`config.mk`:
```
export PLATFORM = sky130hd
export DESIGN_NAME = nearest_point_assign_core
export DESIGN_NICKNAME = d
export VERILOG_FILES = /design/src/rtl/core/npa_pkg.sv /design/src/rtl/core/nearest_point_assign_core.sv
export SDC_FILE = /design/constraint.sdc
export NUM_CORES = 2
export LEC_CHECK = 0
export BUFFER_PORTS_ARGS = -buffer_cell sky130_fd_sc_hd__buf_2
export CAP_MARGIN = 20
export CORE_ASPECT_RATIO = 0.5
export CORE_MARGIN = 2
export CORE_UTILIZATION = 50
export CTS_BUF_LIST = sky130_fd_sc_hd__clkbuf_4
export DETAILED_ROUTE_END_ITERATION = 6
export PLACE_DENSITY = 0.66
export SYNTH_ARGS = -nofsm -noshare
export SYNTH_HDL_FRONTEND = slang
export SYNTH_SLANG_ARGS = --single-unit
```
`constraint.sdc`:
```
create_clock -name clk -period 12.11 [get_ports clk]
set_clock_uncertainty 0.2 [all_clocks]
set_input_delay 1.8165 -clock clk [delete_from_list [all_inputs] [get_ports clk]]
set_output_delay 1.8165 -clock clk [all_outputs]
set_load 0.05 [all_outputs]
```
`src/rtl/core/npa_pkg.sv`:
```
package npa_pkg;

  localparam int COORD_W   = 16;
  localparam int DIST_W    = 34;
  localparam int SQ_W      = 2 * COORD_W;
  localparam int OUT_IDX_W = 4;
  localparam int SLOT_W    = 4;
  localparam int CFG_W     = 5;
  localparam int ENTRY_W   = 3 * COORD_W;

  // tdata widths, padded to whole bytes
  localparam int IN_DATA_W  = 56;
  localparam int OUT_DATA_W = 40;

  localparam logic FUNC_LOAD  = 1'b0;
  localparam logic FUNC_QUERY = 1'b1;

  localparam logic [CFG_W-1:0] CFG_RESET = 5'd16;

  typedef enum logic [1:0] {
    ST_IDLE,
    ST_SCAN,
    ST_DRAIN,
    ST_DONE
  } state_t;

endpackage

```
`src/rtl/core/nearest_point_assign_core.sv`:
```
// Load word: the acknowledgement is loaded into the output register from ST_DONE, and the
// next word is taken back in ST_IDLE. Query word: N table entries are read, one per cycle,
// through the shared distance unit, where N is stands_in_use held between 1 and NUM_STANDS;
// ST_DRAIN then waits for the unit to empty before ST_DONE loads the result. A result waits
// for the output register to empty; the input is not ready again until it has been loaded.
// rst_n (synchronous, active low) sets stands_in_use to 16; table contents stay undefined.
module nearest_point_assign_core
  import npa_pkg::*;
#(
  parameter int NUM_STANDS = 16
) (
  input  logic                  clk,
  input  logic                  rst_n,
  // in_tdata: slot[3:0], coord_x[19:4], coord_y[35:20], coord_z[51:36], zero pad
  input  logic [IN_DATA_W-1:0]  in_tdata,
  // in_tuser: func[0]
  input  logic                  in_tuser,
  input  logic                  in_tvalid,
  output logic                  in_tready,
  // out_tdata: nearest_index[3:0], distance_sq[37:4], zero pad
  output logic [OUT_DATA_W-1:0] out_tdata,
  // out_tuser: was_query[0]
  output logic                  out_tuser,
  output logic                  out_tvalid,
  input  logic                  out_tready,
  input  logic [CFG_W-1:0]      cfg_data,
  input  logic                  cfg_valid,
  output logic                  cfg_ready
);

  localparam int IDX_W = (NUM_STANDS > 1) ? $clog2(NUM_STANDS) : 1;

  state_t state_r, state_nxt;

  logic [CFG_W-1:0] stands_in_use_r;

  logic [ENTRY_W-1:0] mem [NUM_STANDS];
  logic [ENTRY_W-1:0] rdata_r;

  logic signed [COORD_W-1:0] px_r, py_r, pz_r;
  logic                      was_query_r;
  logic [IDX_W-1:0]          rd_addr_r;
  logic [IDX_W-1:0]          scan_last_r;

  logic              v1_r, v2_r, v3_r;
  logic [IDX_W-1:0]  idx1_r, idx2_r, idx3_r;
  logic [SQ_W-1:0]   sqx_r, sqy_r, sqz_r;
  logic [DIST_W-1:0] dist_r;
  logic [DIST_W-1:0] best_dist_r;
  logic [IDX_W-1:0]  best_idx_r;

  logic [OUT_DATA_W-1:0] out_data_r;
  logic                  out_user_r;
  logic                  out_valid_r;

  logic in_acc;
  logic issue;
  logic out_load;
  logic wr_en;

  logic [SLOT_W-1:0]         in_slot;
  logic signed [COORD_W-1:0] in_x, in_y, in_z;

  assign in_slot = in_tdata[3:0];
  assign in_x    = in_tdata[19:4];
  assign in_y    = in_tdata[35:20];
  assign in_z    = in_tdata[51:36];

  assign in_acc    = in_tvalid && in_tready;
  assign cfg_ready = 1'b1;
  assign wr_en     = in_acc && (in_tuser == FUNC_LOAD) && (32'(in_slot) < NUM_STANDS);

  always_comb begin
    state_nxt = state_r;
    in_tready = 1'b0;
    issue     = 1'b0;
    out_load  = 1'b0;
    unique case (state_r)
      ST_IDLE: begin
        in_tready = 1'b1;
        if (in_tvalid) begin
          state_nxt = (in_tuser == FUNC_QUERY) ? ST_SCAN : ST_DONE;
        end
      end
      ST_SCAN: begin
        issue = 1'b1;
        if (rd_addr_r == scan_last_r) begin
          state_nxt = ST_DRAIN;
        end
      end
      ST_DRAIN: begin
        if (!(v1_r || v2_r || v3_r)) begin
          state_nxt = ST_DONE;
        end
      end
      ST_DONE: begin
        if (!out_valid_r || out_tready) begin
          out_load  = 1'b1;
          state_nxt = ST_IDLE;
        end
      end
      default: state_nxt = ST_IDLE;
    endcase
  end

  always_ff @(posedge clk) begin
    if (!rst_n) begin
      state_r <= ST_IDLE;
    end else begin
      state_r <= state_nxt;
    end
  end

  always_ff @(posedge clk) begin
    if (!rst_n) begin
      stands_in_use_r <= CFG_RESET;
    end else if (cfg_valid && cfg_ready) begin
      stands_in_use_r <= cfg_data;
    end
  end

  // Table memory: one write port for loads, one registered read port for the scan.
  always_ff @(posedge clk) begin
    if (wr_en) begin
      mem[IDX_W'(in_slot)] <= {in_z, in_y, in_x};
    end
    rdata_r <= mem[rd_addr_r];
  end

  // Accepted word and scan limits. A count of zero scans entry 0 only, and a count
  // beyond the table is cut back to the table size.
  always_ff @(posedge clk) begin
    if (in_acc) begin
      px_r        <= in_x;
      py_r        <= in_y;
      pz_r        <= in_z;
      was_query_r <= in_tuser;
      rd_addr_r   <= '0;
      if (stands_in_use_r == '0) begin
        scan_last_r <= '0;
      end else if (32'(stands_in_use_r) > NUM_STANDS) begin
        scan_last_r <= IDX_W'(NUM_STANDS - 1);
      end else begin
        scan_last_r <= IDX_W'(32'(stands_in_use_r) - 1);
      end
    end else if (issue && (rd_addr_r != scan_last_r)) begin
      rd_addr_r <= rd_addr_r + 1'b1;
    end
  end

  // Shared distance unit: difference magnitudes and squares, then sum, then compare.
  logic signed [COORD_W:0] dx, dy, dz;
  logic [COORD_W:0]        mx, my, mz;

  always_comb begin
    dx = {px_r[COORD_W-1], px_r} - {rdata_r[COORD_W-1], rdata_r[COORD_W-1:0]};
    dy = {py_r[COORD_W-1], py_r} - {rdata_r[2*COORD_W-1], rdata_r[2*COORD_W-1:COORD_W]};
    dz = {pz_r[COORD_W-1], pz_r} - {rdata_r[3*COORD_W-1], rdata_r[3*COORD_W-1:2*COORD_W]};
    mx = dx[COORD_W] ? -dx : dx;
    my = dy[COORD_W] ? -dy : dy;
    mz = dz[COORD_W] ? -dz : dz;
  end

  always_ff @(posedge clk) begin
    if (!rst_n) begin
      v1_r <= 1'b0;
      v2_r <= 1'b0;
      v3_r <= 1'b0;
    end else begin
      v1_r <= issue;
      v2_r <= v1_r;
      v3_r <= v2_r;
    end
  end

  always_ff @(posedge clk) begin
    idx1_r <= rd_addr_r;
    idx2_r <= idx1_r;
    idx3_r <= idx2_r;
    sqx_r  <= mx[COORD_W-1:0] * mx[COORD_W-1:0];
    sqy_r  <= my[COORD_W-1:0] * my[COORD_W-1:0];
    sqz_r  <= mz[COORD_W-1:0] * mz[COORD_W-1:0];
    dist_r <= DIST_W'(sqx_r) + DIST_W'(sqy_r) + DIST_W'(sqz_r);
    // Entry 0 seeds the best; afterwards only a strictly smaller distance wins.
    if (v3_r && ((idx3_r == '0) || (dist_r < best_dist_r))) begin
      best_dist_r <= dist_r;
      best_idx_r  <= idx3_r;
    end
  end

  always_ff @(posedge clk) begin
    if (!rst_n) begin
      out_valid_r <= 1'b0;
    end else if (out_load) begin
      out_valid_r <= 1'b1;
    end else if (out_tready) begin
      out_valid_r <= 1'b0;
    end
  end

  always_ff @(posedge clk) begin
    if (out_load) begin
      out_user_r <= was_query_r;
      if (was_query_r == FUNC_QUERY) begin
        out_data_r <= {2'b00, best_dist_r, OUT_IDX_W'(best_idx_r)};
      end else begin
        out_data_r <= '0;
      end
    end
  end

  assign out_tdata  = out_data_r;
  assign out_tuser  = out_user_r;
  assign out_tvalid = out_valid_r;

  a_load_ack_zero: assert property (@(posedge clk) disable iff (!rst_n)
    (out_tvalid && !out_tuser) |-> (out_tdata == '0))
    else $error("load acknowledgement carries a non-zero payload");

  a_best_in_range: assert property (@(posedge clk) disable iff (!rst_n)
    (state_r == ST_DONE && was_query_r) |-> (best_idx_r <= scan_last_r))
    else $error("winning index lies beyond the scanned range");

  a_addr_in_table: assert property (@(posedge clk) disable iff (!rst_n)
    issue |-> (32'(rd_addr_r) < NUM_STANDS))
    else $error("scan address beyond the table");

  a_idle_pipe_empty: assert property (@(posedge clk) disable iff (!rst_n)
    in_tready |-> !(v1_r || v2_r || v3_r))
    else $error("input ready while the distance unit still holds work");

endmodule

```
Word-level counts from Yosys, hierarchy flattened
Memory sizes are Yosys's and may differ from the RTL's. A register that Yosys moved wholly into a read port is not among the register bits.
Index checks and enable logic that the tools add are counted.

word-level totals
  memories = 1
  input bits = 67
  register bits after elaboration = 289
  output and inout port bits = 44
  bits in writable memories = 768

memory list
  name  depth  width  read ports  clocked after Yosys merged registers in  write ports  RTL line                         RTL
  mem   16     48     1           1                                        1            nearest_point_assign_core.sv:37  logic [ENTRY_W-1:0] mem [NUM_STANDS];

operators by class
  equality and inequality tests = 9
  $mul = 3
  bitwise logic cells = 1
  order comparisons = 2
  reductions and logical operators = 14
  $add $sub $neg = 10
  mux-type cells = 18

operators by type and width
  kind                   count
  $mul A16 B16 Y32       3
  $sub A16 B16 Y17       3
  $mux W16               3
  $neg A16 Y16           3
  $add A33 B32 Y34       1
  $lt A34 B34 Y1         1
  $add A32 B32 Y33       1
  $mux W2                5
  $mux W1                8
  $ne A2 B2 Y1 const B   4
  $pmux W2 S4            1
  $gt A5 B5 Y1 const B   1
  $logic_not A5 Y1       1
  $add A4 B1 Y4 const B  1
  $eq A2 B2 Y1 const B   2
  $eq A4 B4 Y1           1
  $logic_and A1 B1 Y1    4
  $logic_not A4 Y1       1
  $logic_or A1 B1 Y1     4
  $mux W4                1
  $ne A4 B4 Y1           1
  $reduce_and A4 Y1      1
  $sub A4 B1 Y4 const B  1
  $eq A2 B1 Y1 const B   1
  4 further kinds        4

Logic depth before layout (Yosys ltp)
  word-level depth = 6
  gate-level depth with buffers = 40
  mapped depth without buffers = 39

Worst setup path before layout
No wires, ideal clock.

  kind = reg2reg
  start point = register pz_r[0]
  end point = register sqz_r[30]
  setup time = 0.134 ns
  clock period less this slack = 9.583 ns
  setup slack = 2.527 ns
  stages on the path, launching flop included = 38
  required time = 11.776 ns
  data arrival time = 9.249 ns
  cell sequence = edfxtp_1 > inv_1 > ha_1 > fa_1 > nor2b_1 > o2111ai_1 > a21oi_1 > o221ai_1 > a31oi_1 > o21ai_1 > a31o_2 > and2_1 > xor2_1 > clkinv_1 > nand2_1 > inv_1 > fa_1 > inv_1 > (+2 left out) > fa_1 > inv_1 > fa_1 > fa_1 > fa_1 > inv_1 > ha_1 > a21o_1 > a21o_1 > a221o_1 > a21oi_1 > nor3_1 > o31a_1 > o31ai_1 > a21oi_1 > a41o_1 > mux2i_1 > or4_1

between the ends
  longest elaborated chain between the ends = 4

ends and longest elaborated chain
  what                    RTL line                          RTL
  start, declared         nearest_point_assign_core.sv:40   logic signed [COORD_W-1:0] px_r, py_r, pz_r;
  start signal, assigned  nearest_point_assign_core.sv:136  pz_r <= in_z;
  $sub A16 B16 Y17 (*)    nearest_point_assign_core.sv:158  dz = {pz_r[COORD_W-1], pz_r} - {rdata_r[3*COORD_W-1], rdata_r[3*COORD_W-1:2*COORD_W]};
  $neg A16 Y16            nearest_point_assign_core.sv:161  mz = dz[COORD_W] ? -dz : dz;
  $mux W16 (*)            nearest_point_assign_core.sv:161
  $mul A16 B16 Y32 (*)    nearest_point_assign_core.sv:182  sqz_r <= mz[COORD_W-1:0] * mz[COORD_W-1:0];
  end signal, assigned    nearest_point_assign_core.sv:182
  end, declared           nearest_point_assign_core.sv:47   logic [SQ_W-1:0] sqx_r, sqy_r, sqz_r;

Every way passes the cells marked *; elsewhere a longest branch is shown, timed or not.
A chain may end at the register's enable or synchronous reset.

Worst setup path after layout
Same ends and word-level chain as after synthesis.

==> impl_metrics.env <==
export IMPL_hp_class="flop to flop"
export IMPL_viasPerCell=5.42
export IMPL_cp_depth=33
export IMPL_crit_required_ns=12.90
export IMPL_seq_area_frac_synth=0.479
export IMPL_dieWidth_um=513
export IMPL_antenna_found_initial=13
export IMPL_hold_viol_final=0
export IMPL_synthArstFlopShare=0
export IMPL_drt_iter0_drc=3196
export IMPL_synth_area_um2=64800
export IMPL_synth_xor_area_share=0.0287
export IMPL_clk_latency_ns=1.21
export IMPL_setup_violations=0
export IMPL_dp_slack_ns=1.41
export IMPL_synth_cell_type_count=90
export IMPL_die_area_um2=133000
export IMPL_avgSynthCellArea_um2=13.5
export IMPL_synth_area_top_cells="edfxtp_1, fa_1, mux4_2"
export IMPL_grt_max_degree=137
export IMPL_critPathBufInv=3
export IMPL_grt_pass1_wl_mm=227
export IMPL_start_util=0.504
export IMPL_final_util=0.554
export IMPL_grt_usage=0.224
export IMPL_synth_seq_cells=1100
export IMPL_synth_top_family_by_area="adder cells"
export IMPL_synth_cells=4793
export IMPL_synth_compound_area_share=0.0504
export IMPL_drt_wirelength_per_cell_um=20.6
export IMPL_grt_pass1_vias=40400
export IMPL_path_common_cell="fa_1"
export IMPL_critical_path_slowest_cell="xnor2_1"
export IMPL_rsz0062_at_grt="no"
export IMPL_status="finished clean"
export IMPL_ff_latch_area_um2=31000
export IMPL_postRouteAntennaNets=0
export IMPL_core_area_um2=129000
export IMPL_cts_root_buf="clkbuf_4"
export IMPL_synthAdderAreaFrac=0.240
export IMPL_cts_buffer_depth=3
export IMPL_clock_sinks=1100
export IMPL_cts_tree="done"
export IMPL_muxShareOfSynthArea=0.0854
export IMPL_path_delay_family="adder cells"
export IMPL_cts_setup_buffers=0
export IMPL_yosysTopAreaCell="edfxtp_1"
export IMPL_fillers=10500
export IMPL_htree_num_levels=4
export IMPL_dr_total_vias=38200
export IMPL_arrival_ns=11.62
export IMPL_numCtsBuffers=241
export IMPL_yosysTopAreaCellShare=0.416
export IMPL_areaGrowthSynthToFinish_pct=10.0
export IMPL_fin_nets=6108
export IMPL_crit_path_start_kind="flop"
export IMPL_port_buffers=103
export IMPL_post_route_min_period_ns=10.83
export IMPL_slew_headroom=0.254
export IMPL_multi_input_area_um2=30300
export IMPL_holdBufCountCts=0
export IMPL_rr_worst_depth=33
export IMPL_cts_clk_slew_worst_paths_ns=0.07
export IMPL_slew_violations=0
export IMPL_criticalPathCategory="flop to flop"
export IMPL_cp_endpoint="sqz_r[30]$_DFF_P_"
export IMPL_layout_drive_gt1_share=0.171
export IMPL_ys_warn_count=0
export IMPL_wl_mm=145
export IMPL_max_freq_mhz=92.4
export IMPL_yosys_most_used_dff="edfxtp_1"
export IMPL_gp_congestion=0.934
export IMPL_drc=0
export IMPL_reg2reg_slack_ns=1.28
export IMPL_final_setup_tns_ns=0
export IMPL_cp_startpoint="pz_r[0]$_DFFE_PP_"
export IMPL_placementRows=93
export IMPL_place_hpwl_mm=96.6
export IMPL_finalCritPeriodShare=0.894
export IMPL_die_y_um=259
export IMPL_reg2reg_to="sqz_r[30]$_DFF_P_"
export IMPL_setup_slack_ns=1.28
export IMPL_worstSetupEndpointType="flop"
export IMPL_reg2reg_from="pz_r[0]$_DFFE_PP_"
export IMPL_synthSimpleGateAreaFrac=0.0603
export IMPL_grt_overflow=0
export IMPL_hold_path_startpoint="idx1_r[3]$_DFF_P_"
export IMPL_cts_resized=0
export IMPL_worst_slew_pin_slew_ns=1.12
export IMPL_cap_violations=0
export IMPL_cp_max_fo=11
export IMPL_dr_pass1_iters=7
export IMPL_synth_edf_count=898
export IMPL_boundaryPins=111
export IMPL_crit_path_max_incr_delay_ns=0.65
sequential cells by signal, summed over array words and instances, names as in the netlist, 5 cells and up:
| register | count |
|---|---|
| mem | 768 |
| sqy_r | 31 |
| out_tdata | 38 |
| pz_r | 16 |
| px_r | 16 |
| rdata_r | 48 |
| best_dist_r | 34 |
| stands_in_use_r | 5 |
| dist_r | 34 |
| py_r | 16 |
| sqx_r | 31 |
| sqz_r | 31 |
final cells by class:
type,count,share of cell area
Timing Repair Buffer,181,0.0163
Clock buffer,381,0.0401
Tap cell,1710,0.0300
Antenna cell,10,0.000351
Clock inverter,73,0.00804
Multi-Input combinational cell,2731,0.425
Inverter,857,0.0451
Sequential cell,1100,0.435
metrics by stage:
stage | cell area, um^2 | std cells | hold WS [ns]
2_1_floorplan | 64800 | 4797 | 0.110
3_3_place_gp | 67700 | 6576 | 0.115
3_5_place_dp | 67800 | 6577 | 0.113
4_1_cts | 71200 | 7031 | 0.119
5_1_grt | 71200 | 7038 | 0.120
6_report | 71300 | 7043 | 0.117
worst register-to-register path, delay by kind of cell, from the launching register on:
kind	cells	cell delay (ns)
fa+ha+maj	9	3.96
compound gates	13	3.47
simple gates	6	1.39
xor+xnor	1	0.65
buf+inv	3	0.58
flops	1	0.32
mux	1	0.11
cells by family (layout without fill, tap and decap cells):
group                    count (synthesis)  after routing
adder cells (fa/ha/maj)                929            929
multiplexers                           252            252
buffers and inverters                  966           1492
other                                    2             16
flip-flops                            1100           1100
XOR/XNOR                               207            207
AND/OR/NAND/NOR                        845            845
AO/OA/AOI/OAI                          492            492
metal layers:
layer  vias to the layer above  routed length [um]  track usage
met4                         6                3150       0.0665
met5                         -                  39            0
met2                      1285               67800        0.359
li1                      17300                   -            -
met1                     19300               63200        0.314
met3                       207               10600       0.0428
worst min-delay path by stage:
stage	endpoint	slack, ns	cells past startpoint
floorplan	idx2_r[0]$_DFF_P_	0.11	0
global placement	idx2_r[2]$_DFF_P_	0.11	0
detailed placement	idx2_r[2]$_DFF_P_	0.11	0
CTS	best_dist_r[19]$_DFFE_PP_	0.12	0
global route	idx2_r[3]$_DFF_P_	0.12	0
finish	idx2_r[3]$_DFF_P_	0.12	0
Yosys cell counts, drive strengths merged (43+ instances only):
master and count:
a21o 83, a21oi 140, and2 57, clkbuf 81, dfxtp 202, edfxtp 898
fa 523, ha 406, inv 848, mux4 240, nand2 232, nand2b 62
nor2 309, nor3 43, o21ai 86, xnor2 142, xor2 64
layout by cell type (no fill, tap or decap), types with 34 or more instances in the layout:
cell,instances
edfxtp_1,898
inv_1,839
fa_1,523
ha_1,406
clkbuf_4,381
nor2_1,295
mux4_2,240
nand2_1,232
dfxtp_1,198
a21oi_1,139
xnor2_1,139
buf_2,103
a21o_1,83
o21ai_0,82
buf_4,74
nand2b_1,62
xor2_1,62
and2_1,56
clkinv_1,53
nor3_1,39
nand3_1,34
Power is left out: the tool's default activity adds up to more than one toggle a clock period on the data nets, which glitch-free logic cannot reach.
